===== config.mk =====
export PLATFORM = sky130hd
export DESIGN_NAME = calendar_date_adjuster
export DESIGN_NICKNAME = d
export VERILOG_FILES = /design/src/hw/rtl/cda_pkg.sv /design/src/hw/rtl/calendar_date_adjuster.sv /design/src/hw/rtl/cda_ctrl.sv /design/src/hw/rtl/cda_dp.sv
export SDC_FILE = /design/constraint.sdc
export NUM_CORES = 1
export LEC_CHECK = 0
export BUFFER_PORTS_ARGS = -buffer_cell sky130_fd_sc_hd__buf_4
export CORE_MARGIN = 3
export CORE_UTILIZATION = 25
export DETAILED_ROUTE_END_ITERATION = 10
export PLACE_DENSITY_LB_ADDON = 0.1
export SLEW_MARGIN = 15
export SYNTH_ARGS = -nofsm -noshare
export SYNTH_HDL_FRONTEND = slang
export SYNTH_SLANG_ARGS = --single-unit
export TNS_END_PERCENT = 20

===== constraint.sdc =====
create_clock -name clock -period 6.4 [get_ports clock]
set_input_delay 0.64 -clock clock [delete_from_list [all_inputs] [get_ports clock]]
set_output_delay 0.64 -clock clock [all_outputs]
set_load 0.02 [all_outputs]

===== src/hw/rtl/cda_pkg.sv =====
// Shared types, constants and helper functions of the calendar date adjuster.
package cda_pkg;

   localparam int YEAR_BITS = 16;
   localparam int AMOUNT_W  = 16;
   localparam int OP_W      = 3;
   localparam int MONTH_W   = 4;
   localparam int DAY_OUT_W = 5;
   localparam int CUR_YEAR_W = 16;
   // Holds the largest day count before normalization: 31 plus the largest amount.
   localparam int DAY_W     = AMOUNT_W + 1;
   localparam int MSUM_W    = AMOUNT_W + 1;
   localparam int ADD_W     = ((YEAR_BITS > AMOUNT_W) ? YEAR_BITS : AMOUNT_W) + 1;

   localparam logic [YEAR_BITS-1:0] YEAR_MAX   = '1;
   localparam logic [YEAR_BITS-1:0] YEAR_RESET = YEAR_BITS'(2018);
   localparam logic [MONTH_W-1:0]   MONTHS_PER_YEAR = MONTH_W'(12);

   // Four years always hold exactly 48 months and 1461 days, whatever month they start in.
   localparam logic [DAY_W-1:0]     DAYS_PER_QUAD = DAY_W'(1461);
   localparam logic [AMOUNT_W-1:0]  YEARS_PER_QUAD = AMOUNT_W'(4);

   // Division by twelve: quotient = (m * 43691) >> 19, exact for m below 2**17.
   localparam int                   RECIP_SHIFT = 19;
   localparam logic [15:0]          RECIP_12    = 16'd43691;
   localparam int                   QUOT_W      = MSUM_W - 3;

   typedef enum logic [OP_W-1:0] {
      OP_ADD_DAYS   = 3'd0,
      OP_ADD_MONTHS = 3'd1,
      OP_ADD_YEARS  = 3'd2,
      OP_SET_DAY    = 3'd3,
      OP_SET_MONTH  = 3'd4,
      OP_SET_YEAR   = 3'd5
   } op_type;

   typedef enum logic [3:0] {
      CMD_NONE,
      CMD_ADD_DAYS,
      CMD_ADD_MONTHS,
      CMD_ADD_YEARS,
      CMD_SET_DAY,
      CMD_SET_MONTH,
      CMD_SET_YEAR,
      CMD_IGNORE,
      CMD_DIVIDE,
      CMD_APPLY_MONTHS,
      CMD_NORM_STEP
   } dp_cmd_type;

   typedef struct packed {
      dp_cmd_type cmd;
      logic       emit;
   } ctrl_cmd_type;

   typedef struct packed {
      logic norm_done;
   } dp_status_type;

   localparam logic [DAY_OUT_W-1:0] MONTH_LEN [16] = '{
      5'd0, 5'd31, 5'd28, 5'd31, 5'd30, 5'd31, 5'd30, 5'd31,
      5'd31, 5'd30, 5'd31, 5'd30, 5'd31, 5'd0, 5'd0, 5'd0
   };

   localparam logic [MONTH_W-1:0] FEBRUARY = MONTH_W'(2);

   function automatic logic [DAY_OUT_W-1:0] days_in(input logic [MONTH_W-1:0] m,
                                                    input logic [1:0] year_low);
      logic [DAY_OUT_W-1:0] len;
      len = MONTH_LEN[m];
      if (m == FEBRUARY && year_low == 2'b00) begin
         len = DAY_OUT_W'(29);
      end
      return len;
   endfunction

   function automatic logic [YEAR_BITS-1:0] year_sat_add(input logic [YEAR_BITS-1:0] year,
                                                         input logic [AMOUNT_W-1:0] n);
      logic [ADD_W-1:0] sum;
      sum = ADD_W'(year) + ADD_W'(n);
      if (sum >= ADD_W'(YEAR_MAX)) begin
         return YEAR_MAX;
      end
      return YEAR_BITS'(sum);
   endfunction

endpackage


===== src/hw/rtl/calendar_date_adjuster.sv =====
// Top level of the calendar date adjuster: stream ports, controller, datapath and result register.
//
// The block keeps a date (year, month, day, reset to January 1, 2018) and returns one result
// per item with the date after the item and a rejected flag for an invalid set of day or month.
// Items are handled one at a time. A set or an unknown op goes straight to the emit state, an add of
// days or years runs normalization first, and an add of months divides, applies and then normalizes.
// Normalization runs in the datapath's step unit: one step either removes four whole years
// (1461 days) or one month; once the year is within three of its maximum each month costs
// one step. A new item is taken as soon as the previous result sits in the output register.
module calendar_date_adjuster import cda_pkg::*; (
   input  logic        clock,
   input  logic        reset,
   input  logic        req_tvalid,
   output logic        req_tready,
   input  logic [23:0] req_tdata,  // op [2:0], amount [18:3], zero [23:19]
   output logic        rsp_tvalid,
   input  logic        rsp_tready,
   output logic [31:0] rsp_tdata   // cur_year [15:0], cur_month [19:16], cur_day [24:20],
                                   // rejected [25], zero [31:26]
);

   ctrl_cmd_type         ctrl;
   dp_status_type        status;
   logic                 rsp_free;
   logic [YEAR_BITS-1:0] year;
   logic [MONTH_W-1:0]   month;
   logic [DAY_OUT_W-1:0] day;
   logic                 rejected;

   logic                 rsp_valid_ff, rsp_valid_in;
   logic [31:0]          rsp_data_ff,  rsp_data_in;

   assign rsp_free = !rsp_valid_ff || rsp_tready;

   cda_ctrl u_ctrl (
      .clock     (clock),
      .reset     (reset),
      .req_valid (req_tvalid),
      .req_op    (req_tdata[OP_W-1:0]),
      .req_ready (req_tready),
      .rsp_free  (rsp_free),
      .status    (status),
      .ctrl      (ctrl)
   );

   cda_dp u_dp (
      .clock    (clock),
      .reset    (reset),
      .ctrl     (ctrl),
      .amount   (req_tdata[OP_W +: AMOUNT_W]),
      .status   (status),
      .year     (year),
      .month    (month),
      .day      (day),
      .rejected (rejected)
   );

   always_comb begin
      rsp_valid_in = rsp_valid_ff;
      rsp_data_in  = rsp_data_ff;
      if (ctrl.emit) begin
         rsp_valid_in = 1'b1;
         rsp_data_in  = {6'b0, rejected, day, month, CUR_YEAR_W'(year)};
      end else if (rsp_tready) begin
         rsp_valid_in = 1'b0;
      end
   end

   always_ff @(posedge clock) begin
      if (reset) begin
         rsp_valid_ff <= 1'b0;
      end else begin
         rsp_valid_ff <= rsp_valid_in;
      end
      rsp_data_ff <= rsp_data_in;
   end

   assign rsp_tvalid = rsp_valid_ff;
   assign rsp_tdata  = rsp_data_ff;

endmodule


===== src/hw/rtl/cda_ctrl.sv =====
// Controller state machine: sequences the datapath for one item at a time.
module cda_ctrl import cda_pkg::*; (
   input  logic          clock,
   input  logic          reset,
   input  logic          req_valid,
   input  logic [OP_W-1:0] req_op,
   output logic          req_ready,
   input  logic          rsp_free,
   input  dp_status_type status,
   output ctrl_cmd_type  ctrl
);

   typedef enum logic [2:0] {
      ST_IDLE,
      ST_DIVIDE,
      ST_APPLY,
      ST_NORM,
      ST_EMIT
   } state_type;

   state_type state_ff;
   state_type state_in;

   assign req_ready = (state_ff == ST_IDLE);

   always_comb begin
      state_in  = state_ff;
      ctrl.cmd  = CMD_NONE;
      ctrl.emit = 1'b0;
      unique case (state_ff)
         ST_IDLE: begin
            if (req_valid) begin
               state_in = ST_EMIT;
               unique case (req_op)
                  OP_ADD_DAYS: begin
                     ctrl.cmd = CMD_ADD_DAYS;
                     state_in = ST_NORM;
                  end
                  OP_ADD_MONTHS: begin
                     ctrl.cmd = CMD_ADD_MONTHS;
                     state_in = ST_DIVIDE;
                  end
                  OP_ADD_YEARS: begin
                     ctrl.cmd = CMD_ADD_YEARS;
                     state_in = ST_NORM;
                  end
                  OP_SET_DAY:   ctrl.cmd = CMD_SET_DAY;
                  OP_SET_MONTH: ctrl.cmd = CMD_SET_MONTH;
                  OP_SET_YEAR:  ctrl.cmd = CMD_SET_YEAR;
                  default:      ctrl.cmd = CMD_IGNORE;
               endcase
            end
         end
         ST_DIVIDE: begin
            ctrl.cmd = CMD_DIVIDE;
            state_in = ST_APPLY;
         end
         ST_APPLY: begin
            ctrl.cmd = CMD_APPLY_MONTHS;
            state_in = ST_NORM;
         end
         ST_NORM: begin
            if (status.norm_done) begin
               state_in = ST_EMIT;
            end else begin
               ctrl.cmd = CMD_NORM_STEP;
            end
         end
         ST_EMIT: begin
            if (rsp_free) begin
               ctrl.emit = 1'b1;
               state_in  = ST_IDLE;
            end
         end
         default: state_in = ST_IDLE;
      endcase
   end

   always_ff @(posedge clock) begin
      if (reset) begin
         state_ff <= ST_IDLE;
      end else begin
         state_ff <= state_in;
      end
   end

endmodule


===== src/hw/rtl/cda_dp.sv =====
// Datapath: date registers, divide-by-twelve for month adds and the normalization step.
module cda_dp import cda_pkg::*; (
   input  logic                  clock,
   input  logic                  reset,
   input  ctrl_cmd_type          ctrl,
   input  logic [AMOUNT_W-1:0]   amount,
   output dp_status_type         status,
   output logic [YEAR_BITS-1:0]  year,
   output logic [MONTH_W-1:0]    month,
   output logic [DAY_OUT_W-1:0]  day,
   output logic                  rejected
);

   logic [YEAR_BITS-1:0] year_ff,  year_in;
   logic [MONTH_W-1:0]   month_ff, month_in;
   logic [DAY_W-1:0]     day_ff,   day_in;
   logic                 rej_ff,   rej_in;
   logic [MSUM_W-1:0]    msum_ff,  msum_in;
   logic [QUOT_W-1:0]    quot_ff,  quot_in;

   logic [DAY_OUT_W-1:0]        lim;
   logic [DAY_OUT_W-1:0]        set_month_lim;
   logic                        can_quad;
   logic [MSUM_W+15:0]          product;
   logic [MSUM_W-1:0]           remainder;

   assign lim           = days_in(month_ff, year_ff[1:0]);
   assign set_month_lim = days_in(amount[MONTH_W-1:0], year_ff[1:0]);
   assign can_quad      = (day_ff > DAYS_PER_QUAD) &&
                          (year_ff <= YEAR_MAX - YEAR_BITS'(YEARS_PER_QUAD));
   assign product       = (MSUM_W+16)'(msum_ff) * (MSUM_W+16)'(RECIP_12);
   assign remainder     = msum_ff - MSUM_W'({quot_ff, 3'b000}) - MSUM_W'({quot_ff, 2'b00});

   assign status.norm_done = (day_ff <= DAY_W'(lim));

   always_comb begin
      year_in  = year_ff;
      month_in = month_ff;
      day_in   = day_ff;
      rej_in   = rej_ff;
      msum_in  = msum_ff;
      quot_in  = quot_ff;
      unique case (ctrl.cmd)
         CMD_ADD_DAYS: begin
            day_in = day_ff + DAY_W'(amount);
            rej_in = 1'b0;
         end
         CMD_ADD_MONTHS: begin
            msum_in = MSUM_W'(month_ff) - MSUM_W'(1) + MSUM_W'(amount);
            rej_in  = 1'b0;
         end
         CMD_ADD_YEARS: begin
            year_in = year_sat_add(year_ff, amount);
            rej_in  = 1'b0;
         end
         CMD_SET_DAY: begin
            if (amount == '0 || amount > AMOUNT_W'(lim)) begin
               rej_in = 1'b1;
            end else begin
               day_in = DAY_W'(amount);
               rej_in = 1'b0;
            end
         end
         CMD_SET_MONTH: begin
            if (amount == '0 || amount > AMOUNT_W'(MONTHS_PER_YEAR) ||
                day_ff > DAY_W'(set_month_lim)) begin
               rej_in = 1'b1;
            end else begin
               month_in = amount[MONTH_W-1:0];
               rej_in   = 1'b0;
            end
         end
         CMD_SET_YEAR: begin
            if (ADD_W'(amount) > ADD_W'(YEAR_MAX)) begin
               year_in = YEAR_MAX;
            end else begin
               year_in = YEAR_BITS'(amount);
            end
            rej_in = 1'b0;
         end
         CMD_IGNORE: begin
            rej_in = 1'b0;
         end
         CMD_DIVIDE: begin
            quot_in = QUOT_W'(product >> RECIP_SHIFT);
         end
         CMD_APPLY_MONTHS: begin
            year_in  = year_sat_add(year_ff, AMOUNT_W'(quot_ff));
            month_in = MONTH_W'(remainder) + MONTH_W'(1);
         end
         CMD_NORM_STEP: begin
            if (can_quad) begin
               // Skip four whole years at once; the month stays where it is.
               day_in  = day_ff - DAYS_PER_QUAD;
               year_in = year_ff + YEAR_BITS'(YEARS_PER_QUAD);
            end else begin
               day_in = day_ff - DAY_W'(lim);
               if (month_ff == MONTHS_PER_YEAR) begin
                  month_in = MONTH_W'(1);
                  year_in  = year_sat_add(year_ff, AMOUNT_W'(1));
               end else begin
                  month_in = month_ff + MONTH_W'(1);
               end
            end
         end
         default: ;
      endcase
   end

   always_ff @(posedge clock) begin
      if (reset) begin
         year_ff  <= YEAR_RESET;
         month_ff <= MONTH_W'(1);
         day_ff   <= DAY_W'(1);
         rej_ff   <= 1'b0;
      end else begin
         year_ff  <= year_in;
         month_ff <= month_in;
         day_ff   <= day_in;
         rej_ff   <= rej_in;
      end
      msum_ff <= msum_in;
      quot_ff <= quot_in;
   end

   assign year     = year_ff;
   assign month    = month_ff;
   assign day      = day_ff[DAY_OUT_W-1:0];
   assign rejected = rej_ff;

endmodule


==> impl_metrics.py <==
metrics = {
    "floorplanning": {
        "dieHeight_um": 244,
        "ios": 62,
        "core_area_um2": 55400,
        "fp.dieArea_um2": 59300,
        "initial_core_util_pct": 25.5,
        "dieWidth_um": 244,
        "rows": 86,
    },
    "outcome": {
        "status": "completed",
    },
    "global_routing": {
        "grt.total_usage_pct": 15.7,
        "grt_pass1_wl_mm": 71.8,
        "met3_usage_pct": 1.77,
        "grt_pass1_vias": 12100,
        "top_usage_layer": "met2",
        "grt_overflow": 0,
        "grt_max_degree": 36,
        "gr-usage-met2_pct": 26.6,
        "grt_antenna_before_repair": 1,
        "grtUsageMet1_pct": 21.3,
    },
    "detailed_routing": {
        "vias": 11900,
        "ant_nets": 0,
        "drtIter0Drc": 600,
        "post_drt_wl_per_cell_um": 19.1,
        "vias_per_cell": 4.88,
        "drt_wl_total_mm": 46.7,
        "drt_pass1_iterations": 5,
        "drcViolationCount": 0,
    },
    "cts": {
        "clk_path_buf_depth": 2,
        "htree_levels": 3,
        "ctsHoldBuffers": 0,
        "clk_pin_slew_ns": 0.08,
        "cts_buffers": 9,
        "clockRootBuffer": "clkbuf_16",
        "cts.sink_count": 99,
        "insertion_delay_ns": 0.39,
        "tritoncts": "yes",
    },
    "timing": {
        "fmax_mhz": 163,
        "slew_violations": 0,
        "hold_ws_ns": 0.514,
        "setup_viol": 0,
        "relSlewSlack_pct": 39.9,
        "hold_viol": 0,
        "clock_skew_ns": 0.0158,
        "period_needed_ns": 6.15,
        "min_period_over_period_pct": 96.1,
        "finalSetupTns_ns": 0,
        "worst_slew_pin_slew_ns": 0.893,
        "finalWorstSetupSlack_ns": 0.250,
    },
    "yosys": {
        "yosys.area.top_type": "ha_1",
        "synthAdderAreaFrac_pct": 33.0,
        "synth_simple_gate_area_share_pct": 15.7,
        "synth-async-reset-ratio_pct": 0,
        "ys_types": 96,
        "synth-xor-area-share_pct": 4.91,
        "synthMuxAreaShare_pct": 0.585,
        "synthTopCellsByArea": "ha_1 (20%), fa_1 (13%), edfxtp_1 (12%)",
        "synthFlopType": "edfxtp_1",
        "yosysWarnings": 0,
        "synth_top_family_by_area": "adder cells",
        "syn-instance-count": 1630,
        "synth-edff-count": 57,
        "synth_seq_cells": 99,
        "avgSynthCellArea_um2": 8.65,
        "synthDominantCellAreaShare_pct": 19.7,
        "synth_compound_area_share_pct": 19.6,
        "yosysSeqAreaShare_pct": 18.1,
        "synth_area_um2": 14100,
    },
    "power_and_ir_drop": {
        "power_frac_comb_pct": 64.2,
        "power-per-cell-area_nw_per_um2": 280,
        "swShare_pct": 47.5,
        "peakVddDrop_v": 0.000142,
        "leakagePower_nw": 7.14,
        "p_switching_w": 0.00211,
        "p_seq_share_pct": 21.8,
        "power.internal_w": 0.00233,
        "power_frac_clock_pct": 14.0,
    },
    "critical_path": {
        "cp_max_fo": 4,
        "cp-end-kind": "flip-flop",
        "timing.setup.critical_path_class": "flip-flop to flip-flop",
        "cpPeakStageDelay_ns": 0.54,
        "crit_slowest_cell": "fa_1",
        "crit_path_start_kind": "flip-flop",
        "critical_path.most_common_cell": "fa_1",
        "worstPathRequired_ns": 6.52,
        "crit_chain": "buf_4 > ha_1 > inv_1 > fa_1 > fa_1 > inv_1 > fa_1 > fa_1 > inv_1 > fa_1 > inv_1 > ha_1 > nand4_1 > o31ai_1 > a21o_1 > or3_1 > o211a_1 > o21ai_2 > a211oi_2 > and4_1 > or3_1",
        "crit_arrival_ns": 6.27,
    },
    "cells_and_area": {
        "fin_util_pct": 28.6,
        "final_cells": 2440,
        "drive_gt1_share_pct": 8.93,
        "layout.nets": 2030,
        "syn_to_final_growth_pct": 12.5,
    },
    "run": {
        "maxCapViolCount": 0,
    },
    "place": {
        "hpwl_mm": 37.3,
        "dpl.cell_count": 2418,
        "port_buffers": 50,
        "gp_congestion": 0.804,
        "place_ws_ns": 0.0795,
    },
    "hold_path": {
        "hold_class": "flip-flop to flip-flop",
    },
}
-- cell usage in the layout, fill, tap and decap left out, types with 42 or more instances in the layout --
| cell | n |
|---|---|
| xnor2_1 | 50 |
| inv_1 | 233 |
| edfxtp_1 | 57 |
| a21oi_1 | 97 |
| fa_1 | 94 |
| dfxtp_1 | 42 |
| o21ai_0 | 91 |
| ha_1 | 220 |
| nand3_1 | 42 |
| buf_4 | 93 |
| nor2_1 | 92 |
| nand2_1 | 97 |
-- flip-flops by register name (all words and copies together), names as in the netlist --
name and cells:
rsp_tvalid 1, u_dp.year 16, u_dp.rejected 1, u_dp.quot_ff 14, u_ctrl.state_ff 3, rsp_tdata 26
u_dp.month 4, u_dp.msum_ff 17, u_dp.day_ff 17
-- per-stage QoR --
stage	instance area (um2)	power, W
2_1_floorplan	14100	0.00299
3_3_place_gp	15500	0.00384
3_5_place_dp	15500	0.00381
4_1_cts	15800	0.00449
5_1_grt	15900	0.00488
6_report	15900	0.00444
-- routing by layer --
layer  wire length, um  up-vias
met2             22300      197
li1                  -     5914
met4               843        0
met5                 0        -
met3              1320       40
met1             22300     5745
-- synth_stat cells (all sizes together) (20+ instances only) --
cell and instances:
nand2 98, nor3 43, dfxtp 42, inv 233
xor2 29, a21oi 99, o21ai 98, xnor2 50
clkbuf 30, ha 222, edfxtp 57, fa 94
a211oi 29, a31oi 21, nand3 42, buf 23
nor2 93, and3 24, a21o 23, nand2b 20
-- path summary, 6_finish.rpt --
path                                 startpoint                to  slack [ns]  cells after the start
worst max-delay path            u_dp.msum_ff[2]  u_dp.quot_ff[10]        0.25                     21
worst max register to register  u_dp.msum_ff[2]  u_dp.quot_ff[10]        0.25                     21
worst min-delay path              u_dp.rejected     rsp_tdata[25]        0.51                      0
worst min register to register    u_dp.rejected     rsp_tdata[25]        0.51                      0
-- worst max-delay path, delay by kind of cell (launching register included) --
family,cells,cell delay [ns]
compound gates,5,0.88
fa+ha+maj,7,3.05
buf+inv,5,0.42
flops,1,0.47
simple gates,4,1.08
-- kinds of logic (layout without fill, tap and decap cells) --
kind of cell,Yosys count,in the layout
adders and majority gates,316,316
DFF,99,99
other,1,7
xor gates and xnor gates,79,79
muxes,8,8
AOI/OAI and AO/OA,412,412
buffers and inverters,286,342
and+or+nand+nor,429,429
-- cell type report --
class / count / area (um2)
antenna: 1 / 2.50
clock inverter: 5 / 65.1
fill: 5966 / 39600
clock buffer: 11 / 254
inverter: 233 / 875
multi-input combinational: 1250 / 10500
sequential: 99 / 2550
tap: 748 / 936
timing repair buffer: 93 / 698
-- what timing repair did --
action / 4_1_cts / 5_1_grt
setup buffers: 0 / 5
setup endpoints to repair: 1 / 5
resized for setup: 1 / 4
pin swaps: 0 / 3
-- power groups by stage --
stage	clock network, W	registers [W]	logic [W]
floorplan	0	0.000905	0.00209
global placement	0	0.000985	0.00285
detailed placement	0	0.000982	0.00283
CTS	0.000645	0.000970	0.00287
global route	0.000663	0.000985	0.00323
finish	0.000620	0.000968	0.00285
(Power assumes the default switching activity.)
